--- src/sv/crp_pkg.sv ---
// ----------------------------------------------------------------------------
// crp_pkg
// Shared types, codes and helpers for the cursor position report parser.
// ----------------------------------------------------------------------------
`default_nettype none

package crp_pkg;

    localparam int MAX_REPLY_BYTES_DEF = 32;
    localparam int CNT_W               = 6;
    localparam int TICK_W              = 8;
    localparam int VAL_W               = 16;

    localparam logic [7:0] TIMEOUT_RESET = 8'd40;
    localparam logic [7:0] TICK_MAX      = 8'd255;

    localparam logic [7:0] CH_ESC  = 8'h1b;
    localparam logic [7:0] CH_LBR  = 8'h5b;
    localparam logic [7:0] CH_SEMI = 8'h3b;
    localparam logic [7:0] CH_R    = 8'h52;

    localparam logic [CNT_W-1:0] MIN_REPLY = 6'd6;

    typedef enum logic [1:0] {
        OP_START = 2'd0,
        OP_BYTE  = 2'd1,
        OP_TICK  = 2'd2
    } op_t;

    typedef enum logic [2:0] {
        PH_ESC     = 3'd0,
        PH_BRACKET = 3'd1,
        PH_ROW     = 3'd2,
        PH_COL     = 3'd3,
        PH_DONE    = 3'd4
    } phase_t;

    typedef enum logic [2:0] {
        ST_OK         = 3'd0,
        ST_NONE       = 3'd1,
        ST_SHORT      = 3'd2,
        ST_NO_ESC     = 3'd3,
        ST_NO_BRACKET = 3'd4,
        ST_NO_R       = 3'd5,
        ST_BAD_SEP    = 3'd6,
        ST_BAD_TERM   = 3'd7
    } status_t;

    typedef struct packed {
        logic [1:0] operation;
        logic [7:0] rx_byte;
    } item_t;

    typedef struct packed {
        status_t             status;
        logic [VAL_W-1:0]    row_value;
        logic [VAL_W-1:0]    column_value;
        logic [CNT_W-1:0]    bytes_received;
        logic [TICK_W-1:0]   ticks_elapsed;
    } result_t;

    // acc * 10 + d, saturating at the top of the 16-bit range
    function automatic logic [VAL_W-1:0] add_digit(input logic [VAL_W-1:0] acc,
                                                   input logic [3:0] d);
        logic [VAL_W+3:0] v;
        v = (VAL_W+4)'({acc, 3'b000}) + (VAL_W+4)'({acc, 1'b0}) + (VAL_W+4)'(d);
        return (v > (VAL_W+4)'(16'hffff)) ? {VAL_W{1'b1}} : v[VAL_W-1:0];
    endfunction

endpackage

`default_nettype wire

--- src/sv/crp_input_reg.sv ---
// ----------------------------------------------------------------------------
// crp_input_reg
// Input register stage: holds one beat until the parser takes it.
// ----------------------------------------------------------------------------
`default_nettype none

module crp_input_reg (
    input  wire logic          clk,
    input  wire logic          rst_n,
    input  wire logic          in_valid,
    output logic               in_ready,
    input  wire crp_pkg::item_t in_item,
    input  wire logic          advance,
    output logic               item_valid,
    output crp_pkg::item_t     item
);
    import crp_pkg::*;

    logic  valid_reg;
    logic  valid_next;
    item_t item_reg;

    assign in_ready   = !valid_reg || advance;
    assign valid_next = in_ready ? in_valid : valid_reg;

    always_ff @(posedge clk or negedge rst_n)
    begin
        if (!rst_n)
        begin
            valid_reg <= 1'b0;
        end
        else
        begin
            valid_reg <= valid_next;
        end
    end

    always_ff @(posedge clk)
    begin
        if (in_ready && in_valid)
        begin
            item_reg <= in_item;
        end
    end

    assign item_valid = valid_reg;
    assign item       = item_reg;

endmodule

`default_nettype wire

--- src/sv/crp_parser.sv ---
// ----------------------------------------------------------------------------
// crp_parser
// Collection state, on-the-fly report parsing and end-of-window status.
// ----------------------------------------------------------------------------
`default_nettype none

module crp_parser #(
    parameter int MAX_REPLY_BYTES = crp_pkg::MAX_REPLY_BYTES_DEF
) (
    input  wire logic           clk,
    input  wire logic           rst_n,
    input  wire logic           cfg_write_en,
    input  wire logic [7:0]     cfg_write_data,
    input  wire logic           fire,
    input  wire crp_pkg::item_t item,
    output logic                has_result,
    output crp_pkg::result_t    result
);
    import crp_pkg::*;

    logic [7:0]        timeout_reg;
    logic              collecting_reg, collecting_next;
    logic [CNT_W-1:0]  byte_count_reg, byte_count_next;
    logic [TICK_W-1:0] tick_count_reg, tick_count_next;
    phase_t            phase_reg, phase_next;
    status_t           error_reg, error_next;
    logic [VAL_W-1:0]  row_reg, row_next;
    logic [VAL_W-1:0]  col_reg, col_next;

    logic              finish;
    logic              ended_on_r;
    logic              is_digit;
    logic [7:0]        limit;
    status_t           st;

    assign is_digit = item.rx_byte inside {[8'h30:8'h39]};
    assign limit    = (timeout_reg == 8'd0) ? 8'd1 : timeout_reg;

    // next state
    always_comb
    begin
        collecting_next = collecting_reg;
        byte_count_next = byte_count_reg;
        tick_count_next = tick_count_reg;
        phase_next      = phase_reg;
        error_next      = error_reg;
        row_next        = row_reg;
        col_next        = col_reg;
        finish          = 1'b0;
        ended_on_r      = 1'b0;
        if (fire)
        begin
            case (item.operation)
                OP_START:
                begin
                    collecting_next = 1'b1;
                    byte_count_next = '0;
                    tick_count_next = '0;
                    phase_next      = PH_ESC;
                    error_next      = ST_OK;
                    row_next        = '0;
                    col_next        = '0;
                end
                OP_BYTE:
                begin
                    if (collecting_reg)
                    begin
                        byte_count_next = byte_count_reg + 1'b1;
                        case (phase_reg)
                            PH_ESC:
                            begin
                                if (item.rx_byte != CH_ESC)
                                begin
                                    error_next = ST_NO_ESC;
                                end
                                phase_next = PH_BRACKET;
                            end
                            PH_BRACKET:
                            begin
                                if (item.rx_byte != CH_LBR && error_reg == ST_OK)
                                begin
                                    error_next = ST_NO_BRACKET;
                                end
                                phase_next = PH_ROW;
                            end
                            PH_ROW:
                            begin
                                if (is_digit)
                                begin
                                    row_next = add_digit(row_reg, item.rx_byte[3:0]);
                                end
                                else if (item.rx_byte == CH_SEMI)
                                begin
                                    phase_next = PH_COL;
                                end
                                else
                                begin
                                    if (error_reg == ST_OK)
                                    begin
                                        error_next = ST_BAD_SEP;
                                    end
                                    phase_next = PH_DONE;
                                end
                            end
                            PH_COL:
                            begin
                                if (is_digit)
                                begin
                                    col_next = add_digit(col_reg, item.rx_byte[3:0]);
                                end
                                else
                                begin
                                    if (item.rx_byte != CH_R && error_reg == ST_OK)
                                    begin
                                        error_next = ST_BAD_TERM;
                                    end
                                    phase_next = PH_DONE;
                                end
                            end
                            default:
                            begin
                            end
                        endcase
                        if (item.rx_byte == CH_R)
                        begin
                            finish     = 1'b1;
                            ended_on_r = 1'b1;
                        end
                        else if (byte_count_next >= CNT_W'(MAX_REPLY_BYTES))
                        begin
                            finish = 1'b1;
                        end
                    end
                end
                OP_TICK:
                begin
                    if (collecting_reg)
                    begin
                        if (tick_count_reg < TICK_MAX)
                        begin
                            tick_count_next = tick_count_reg + 1'b1;
                        end
                        if (tick_count_next >= limit)
                        begin
                            finish = 1'b1;
                        end
                    end
                end
                default:
                begin
                end
            endcase
            if (finish)
            begin
                collecting_next = 1'b0;
            end
        end
    end

    // result
    always_comb
    begin
        if (byte_count_next == '0)
        begin
            st = ST_NONE;
        end
        else if (byte_count_next < MIN_REPLY)
        begin
            st = ST_SHORT;
        end
        else if (error_next == ST_NO_ESC || error_next == ST_NO_BRACKET)
        begin
            st = error_next;
        end
        else if (!ended_on_r)
        begin
            st = ST_NO_R;
        end
        else
        begin
            st = error_next;
        end
        has_result            = finish;
        result.status         = st;
        result.row_value      = (st == ST_OK) ? row_next : '0;
        result.column_value   = (st == ST_OK) ? col_next : '0;
        result.bytes_received = byte_count_next;
        result.ticks_elapsed  = tick_count_next;
    end

    always_ff @(posedge clk or negedge rst_n)
    begin
        if (!rst_n)
        begin
            timeout_reg    <= TIMEOUT_RESET;
            collecting_reg <= 1'b0;
            byte_count_reg <= '0;
            tick_count_reg <= '0;
            phase_reg      <= PH_ESC;
            error_reg      <= ST_OK;
            row_reg        <= '0;
            col_reg        <= '0;
        end
        else
        begin
            if (cfg_write_en)
            begin
                timeout_reg <= cfg_write_data;
            end
            collecting_reg <= collecting_next;
            byte_count_reg <= byte_count_next;
            tick_count_reg <= tick_count_next;
            phase_reg      <= phase_next;
            error_reg      <= error_next;
            row_reg        <= row_next;
            col_reg        <= col_next;
        end
    end

endmodule

`default_nettype wire

--- src/sv/crp_output_reg.sv ---
// ----------------------------------------------------------------------------
// crp_output_reg
// Result register: holds one result beat until the sink takes it.
// ----------------------------------------------------------------------------
`default_nettype none

module crp_output_reg (
    input  wire logic             clk,
    input  wire logic             rst_n,
    input  wire logic             load_valid,
    input  wire crp_pkg::result_t load_data,
    output logic                  advance,
    output logic                  out_valid,
    input  wire logic             out_ready,
    output crp_pkg::result_t      out_data
);
    import crp_pkg::*;

    logic    valid_reg;
    logic    valid_next;
    result_t data_reg;

    // slot is free when empty or being drained this cycle
    assign advance    = !valid_reg || out_ready;
    assign valid_next = advance ? load_valid : valid_reg;

    always_ff @(posedge clk or negedge rst_n)
    begin
        if (!rst_n)
        begin
            valid_reg <= 1'b0;
        end
        else
        begin
            valid_reg <= valid_next;
        end
    end

    always_ff @(posedge clk)
    begin
        if (advance && load_valid)
        begin
            data_reg <= load_data;
        end
    end

    assign out_valid = valid_reg;
    assign out_data  = data_reg;

endmodule

`default_nettype wire

--- src/sv/cursor_report_parser_top.sv ---
// A beat waits in the input register and its result, if any, is loaded into
// the result register. Throughput: one input beat per cycle unless stalled;
// the input and result registers are the only stages; the parser updates its
// state in one pass. Backpressure stalls the parser while the result register
// is full and undrained; the input register then takes at most one more beat.
// Reset (rst_n low, asynchronous): idle, counters cleared, timeout_reg = 40.
// ----------------------------------------------------------------------------
// cursor_report_parser_top
// Collects and parses an ESC [ row ; col R cursor position reply.
// ----------------------------------------------------------------------------
`default_nettype none

module cursor_report_parser_top #(
    parameter int MAX_REPLY_BYTES = crp_pkg::MAX_REPLY_BYTES_DEF
) (
    input  wire logic                       clk,
    input  wire logic                       rst_n,
    input  wire logic                       cfg_write_en,
    input  wire logic [7:0]                 cfg_write_data,
    input  wire logic                       in_valid,
    output logic                            in_ready,
    input  wire logic [1:0]                 operation,
    input  wire logic [7:0]                 rx_byte,
    output logic                            out_valid,
    input  wire logic                       out_ready,
    output logic [2:0]                      status,
    output logic [crp_pkg::VAL_W-1:0]       row_value,
    output logic [crp_pkg::VAL_W-1:0]       column_value,
    output logic [crp_pkg::CNT_W-1:0]       bytes_received,
    output logic [crp_pkg::TICK_W-1:0]      ticks_elapsed
);
    import crp_pkg::*;

    item_t   in_item;
    item_t   item;
    logic    item_valid;
    logic    advance;
    logic    has_result;
    result_t result;
    result_t out_data;

    assign in_item.operation = operation;
    assign in_item.rx_byte   = rx_byte;

    crp_input_reg u_in (
        .clk        (clk),
        .rst_n      (rst_n),
        .in_valid   (in_valid),
        .in_ready   (in_ready),
        .in_item    (in_item),
        .advance    (advance),
        .item_valid (item_valid),
        .item       (item)
    );

    crp_parser #(
        .MAX_REPLY_BYTES (MAX_REPLY_BYTES)
    ) u_parser (
        .clk            (clk),
        .rst_n          (rst_n),
        .cfg_write_en   (cfg_write_en),
        .cfg_write_data (cfg_write_data),
        .fire           (item_valid && advance),
        .item           (item),
        .has_result     (has_result),
        .result         (result)
    );

    crp_output_reg u_out (
        .clk        (clk),
        .rst_n      (rst_n),
        .load_valid (item_valid && has_result),
        .load_data  (result),
        .advance    (advance),
        .out_valid  (out_valid),
        .out_ready  (out_ready),
        .out_data   (out_data)
    );

    assign status         = out_data.status;
    assign row_value      = out_data.row_value;
    assign column_value   = out_data.column_value;
    assign bytes_received = out_data.bytes_received;
    assign ticks_elapsed  = out_data.ticks_elapsed;

endmodule

`default_nettype wire

--- config.mk ---
export PLATFORM = sky130hd
export DESIGN_NAME = cursor_report_parser_top
export DESIGN_NICKNAME = d
export VERILOG_FILES = /design/src/sv/crp_pkg.sv /design/src/sv/crp_input_reg.sv /design/src/sv/crp_parser.sv /design/src/sv/crp_output_reg.sv /design/src/sv/cursor_report_parser_top.sv
export SDC_FILE = /design/constraint.sdc
export NUM_CORES = 1
export LEC_CHECK = 0
export BUFFER_PORTS_ARGS = -buffer_cell sky130_fd_sc_hd__buf_2
export CORE_AREA = 2 2 120 122
export CTS_CLUSTER_DIAMETER = 40
export CTS_CLUSTER_SIZE = 12
export DETAILED_ROUTE_END_ITERATION = 12
export DIE_AREA = 0 0 122 124
export HOLD_SLACK_MARGIN = 0.05
export PLACE_DENSITY = 0.79
export SYNTH_ARGS = -nofsm -noshare
export SYNTH_HDL_FRONTEND = slang
export SYNTH_SLANG_ARGS = --single-unit
--- constraint.sdc ---
create_clock -name clk -period 6.8 [get_ports clk]
set_clock_uncertainty 0.1 [all_clocks]
set_input_delay 0.34 -clock clk [delete_from_list [all_inputs] [get_ports clk]]
set_output_delay 0.34 -clock clk [all_outputs]
set_load 0.05 [all_outputs]
# Yosys cells after proc, flatten, opt, wreduce, memory -nomap -nowiden
# Cells that the tools add are included.
# totals
elab_cells,127
regBits,122
out_inout_bits,51
# classes
mux,58
n_lt_le_gt_ge,8
n_addsub,6
eq_ne,16
reduce_logical,22
# op_table
operator,n
$mux W16,10
$pmux W16 S2,2
$mux W8,7
$mux W3,17
$add A19 B17 Y20,2
$add A20 B4 Y20,2
$gt A20 B16 Y1 const B,2
$pmux W3 S4,2
$ne A8 B7 Y1 const B,2
$pmux W8 S2,1
$mux W1,13
$mux W6,2
$pmux W3 S2,2
$pmux W6 S2,1
$eq A3 B2 Y1 const B,3
$logic_not A3 Y1,3
$add A8 B1 Y8 const B,1
$eq A8 B6 Y1 const B,1
$eq A8 B7 Y1 const B,1
$ge A8 B6 Y1 const B,1
$ge A8 B8 Y1,1
$le A8 B6 Y1 const B,1
$logic_not A8 Y1,1
$lt A8 B8 Y1 const B,1
20 further kinds,31

# Depth between registers and ports, before layout
# logic_depth
depth_word,14
ltp_mapped,14

# Hierarchy
# From an unflattened synthesis, not the netlist that was laid out.
# hier_totals
hier_cells,708
area_unflattened_um2,7440.9
# by_module_without_submodules
mod,instances,cells_each,area_per_inst_um2
crp_parser,1,639,5549.1
crp_output_reg,1,53,1525.2
crp_input_reg,1,14,354.1
cursor_report_parser_top,1,2,12.5

# Least setup slack after synthesis
# No wires, ideal clock.
# synth_timing
kind,register to register
startpoint,register u_parser.tick_count_reg[0]
endpoint,"register u_out.data_reg, in the netlist u_out.out_data[0], enable pin"
setup_time_ns,0.481
path_buffers,0
t_arrival_ns,3.399
setup_slack_ns,2.820
stages_incl_launch_ff,14
required_ns,6.219
cell_sequence,dfrtp_1 > ha_1 > nand2_1 > nor2_1 > nand3_1 > mux2_2 > ha_1 > a21o_1 > a21o_1 > a21o_1 > a21o_1 > a21o_1 > a211o_1 > and3_1
# synth_between
elab_chain_cells,13
word_cells_on_any_way,14
# synth_lines
item,line_no,text
from (decl),crp_parser.sv:24,"logic [TICK_W-1:0] tick_count_reg, tick_count_next;"
from (signal assigned),crp_parser.sv:212,tick_count_reg <= tick_count_next;
$add A8 B1 Y8 / $lt A8 B8 Y1 (equally long branches),"crp_parser.sv:141, crp_parser.sv:139",
$mux W8 (*),crp_parser.sv:139,if (tick_count_reg < TICK_MAX)
$mux W8 (*),crp_parser.sv:137,if (collecting_reg)
$mux W8 (*),crp_parser.sv:53,case (item.operation)
$mux W8 (*),crp_parser.sv:51,if (fire)
$ge A8 B8 Y1 (*),crp_parser.sv:143,if (tick_count_next >= limit)
$mux W1 (*),crp_parser.sv:143,
$mux W1 (*),crp_parser.sv:137,
$pmux W1 S2 (*),crp_parser.sv:53,
$mux W1 (*) (2 in series),crp_parser.sv:51,
$logic_and A1 B1 Y1 (*),cursor_report_parser_top.sv:72,".load_valid (item_valid && has_result),"
$logic_and A1 B1 Y1 (*),crp_output_reg.sv:41,if (advance && load_valid)
to (signal assigned),crp_output_reg.sv:43,data_reg <= load_data;
to (decl),crp_output_reg.sv:21,result_t data_reg;
# Mark *: on every way between the ends. The rest lies on a longest branch, timed or not. The select of a mux whose other input is x is not followed.
# A chain may end at the register's enable or synchronous reset.

# Worst setup path in the final report
# layout_timing
startpoint,"register u_in.item_reg, in the netlist u_in.item[3]"
endpoint,"register u_out.data_reg, in the netlist u_out.out_data[14], data pin"
# layout_between
elab_chain_cells,14
word_cells_on_any_way,40
# layout_lines
item,line_no,text
from (decl),crp_input_reg.sv:21,item_t item_reg;
from (signal assigned),crp_input_reg.sv:42,item_reg <= in_item;
branches (longest 14 deep; another with $add A20 B4 Y20),n/a,
# Parallel ways; which one is timed is not known.

==> out/summary.txt <==
Post-Synthesis Cells -> 709
synthesized area -> 7426 um2
sequential fraction of design power -> 0.410
clk_lat worst skew -> 420 ps
CORE AREA -> 13720 um2
FF+latch count, synth -> 122
vias in the first global route -> 5983
Power Internal -> 1.592 mW
Post-Place Cells -> 940
Layout Utilization -> 0.6374
Initial Util -> 0.5413
Placer Congestion -> 0.9669
first-pass GRT wire length -> 29000 um
fmax -> 227.3 MHz
Layout Cells excl Fill -> 993
post-detail-place hpwl -> 12140 um
Setup Fix Bufs, Post-CTS -> 0
setup slack at placement -> 2473 ps
CP arrival -> 4430 ps
max reg flops -> 49
fraction of layout cells with a size suffix above 1 -> 0.1687
final worst slack -> 2400 ps
Final nets -> 901
IR drop worst, VDD -> 0.0001893 V
post-cts sizing count -> 0
DR WL/cell -> 17.54 um
hold crit path type -> in -> reg
CP Launch Type -> flop
Synth Area per Inst -> 10.47 um2
H-tree levels -> 4
area grow syn2layout -> 17.76%
final count of hold timing violations -> 0
Horiz. Die Dim -> 122 um
final setup fails -> 0
via count -> 6124
gr ovfl total -> 0
period utilisation layout -> 0.6470
CTS Root Cell -> clkbuf_16
TritonCTS clock tree -> done
Syn. warnings -> 0
commonest cells after routing, fill and taps aside -> 75 x ha_1, 73 x nand2_1, 73 x buf_2
CTS clock-pin slew for the worst setup and hold paths -> 60 ps
max cap viols -> 0
DRC violations left -> 0
asr flop ratio synth -> 0.5164
WL final -> 17420 um
CTS Buf Count -> 17
RSZ-0062 raised after global routing -> false
max-slew violations -> 0
hold slack -> 161.5 ps
Worst-Margin Slew -> 1204 ps
GRT Overall Usage -> 0.2438
Crit Path Class -> reg -> reg
initial antenna violation count -> 0
Comb power frac -> 0.185
hold_buf cts -> 20
Sw Share -> 0.2967
most common cell after layout, fill and taps aside -> ha_1
register area share after synthesis -> 0.4512
DIE AREA -> 15130 um2
Max Root-Sink Buffers -> 2
cell area power density -> 258.9 nW/um2
Crit. End Element -> flop
Post-DRT Antenna Nets -> 0
CP max FO -> 16
largest net degree at the start of global routing -> 64
FILL cells -> 1077
setup_tns -> 0 ps
FP Rows -> 43
CTS Sinks -> 122
min Tclk post-route -> 4400 ps
Via density -> 6.167
first-pass iteration count of the detailed router -> 6
die height -> 124 um
Clk network pwr share -> 0.406
Distinct cells, synth -> 61
leakage -> 3.950 nW
status -> finished, final reports clean
number of flops mapped to enable cells by yosys -> 59
Net Switching -> 671.9 uW
Slew headroom -> 0.1975
I/O Pins -> 74
commonest register cell after synthesis -> dfrtp_1
Critical Path RT -> 6830 ps
# port buffers -> 73
syn nets -> 811
drt initial violations -> 485
power by group through the flow:
stage          registers [mW]  clock network, mW  logic, mW
3_5_place_dp            0.936                  0      0.404
5_1_grt                 0.939              0.961      0.459
2_1_floorplan           0.994                  0      0.243
4_1_cts                 0.925              0.927      0.416
6_report                0.928              0.919      0.418
3_3_place_gp            0.934                  0      0.389
path summary, 6_finish.rpt:
| check | startpoint | to | slack (ps) | depth (start not counted) |
|---|---|---|---|---|
| max | u_in.item[3] | u_out.out_data[14] | 2400 | 11 |
| min | cfg_write_en | u_parser.timeout_reg[3] | 160 | 3 |
| max reg2reg | u_in.item[3] | u_out.out_data[14] | 2400 | 11 |
| min reg2reg | u_parser.row_reg[14] | u_parser.row_reg[14] | 440 | 2 |
| max in group asynchronous | rst_n | u_parser.tick_count_reg[3] | 5500 | 3 |
| min in group asynchronous | rst_n | u_parser.byte_count_reg[2] | 550 | 3 |
routing by layer:
metal | vias up | track usage | routed length, um
li1 | 2888 | - | -
met1 | 2943 | 0.3180 | 7335
met2 | 239 | 0.3991 | 8621
met3 | 54 | 0.03755 | 944
met4 | 0 | 0.1185 | 515
met5 | - | 0 | 0
metrics by stage:
step	area [um2]	power [mW]
global placement	7929	1.323
floorplan	7426	1.237
detailed placement	7929	1.340
global route	8742	2.359
finish	8745	2.264
CTS	8742	2.269
cell usage after synthesis (6+ instances only):
library cell | number | share of area
a221oi_2 | 7 | 0.014
nand2b_1 | 9 | 0.0076
buf_2 | 7 | 0.0047
nor4_1 | 6 | 0.0051
xnor2_1 | 22 | 0.026
nand2_1 | 73 | 0.037
a22oi_1 | 8 | 0.0081
a311oi_2 | 6 | 0.012
dfrtp_1 | 61 | 0.21
nor2_1 | 31 | 0.016
a21o_1 | 17 | 0.017
a211oi_1 | 11 | 0.011
ha_1 | 75 | 0.13
o21a_1 | 7 | 0.0071
o21ai_0 | 39 | 0.026
nand3_1 | 15 | 0.010
edfxtp_1 | 59 | 0.24
and3_1 | 7 | 0.0059
o31ai_1 | 8 | 0.0081
inv_1 | 17 | 0.0086
nand4_1 | 7 | 0.0059
o21ai_1 | 10 | 0.0067
a21oi_1 | 66 | 0.044
clkbuf_1 | 15 | 0.0076
nor3_1 | 17 | 0.011
nor2b_1 | 9 | 0.0076
a32o_1 | 6 | 0.0081
o21bai_1 | 6 | 0.0061
a31oi_1 | 14 | 0.012
logic make-up (layout without fill, tap and decap cells):
group	Yosys count	in the layout	share of synthesized area
and+or+nand+nor	195	195	0.1296
xor gates and xnor gates	27	27	0.03184
other	0	1	0
AOI/OAI and AO/OA	234	234	0.2142
DFF	122	122	0.4512
buffers and inverters	45	148	0.02595
adders and majority gates	79	79	0.1372
muxes	7	7	0.01011
worst max-delay path: stages, from the launching register on:
cell	delay (ps)
edfxtp_1	490
fa_1	570
fa_1	500
a211oi_1	320
o21ai_1	190
a31o_2	260
a21o_1	190
a221oi_1	270
mux2i_1	140
nor2_2	600
buf_4	360
a221oi_1	110
area by class of cell:
class,instances,area [um2],share of cell area
Inverter,19,71.32,0.008156
Sequential cell,122,3351,0.3832
Multi-Input combinational cell,542,3886,0.4444
Timing Repair Buffer,97,595.6,0.06811
Tap cell,180,225.2,0.02575
Clock buffer,20,479.2,0.05480
Antenna cell,1,2.502,0.0002862
Clock inverter,12,133.9,0.01531
Power figures use the tool's default switching activity.
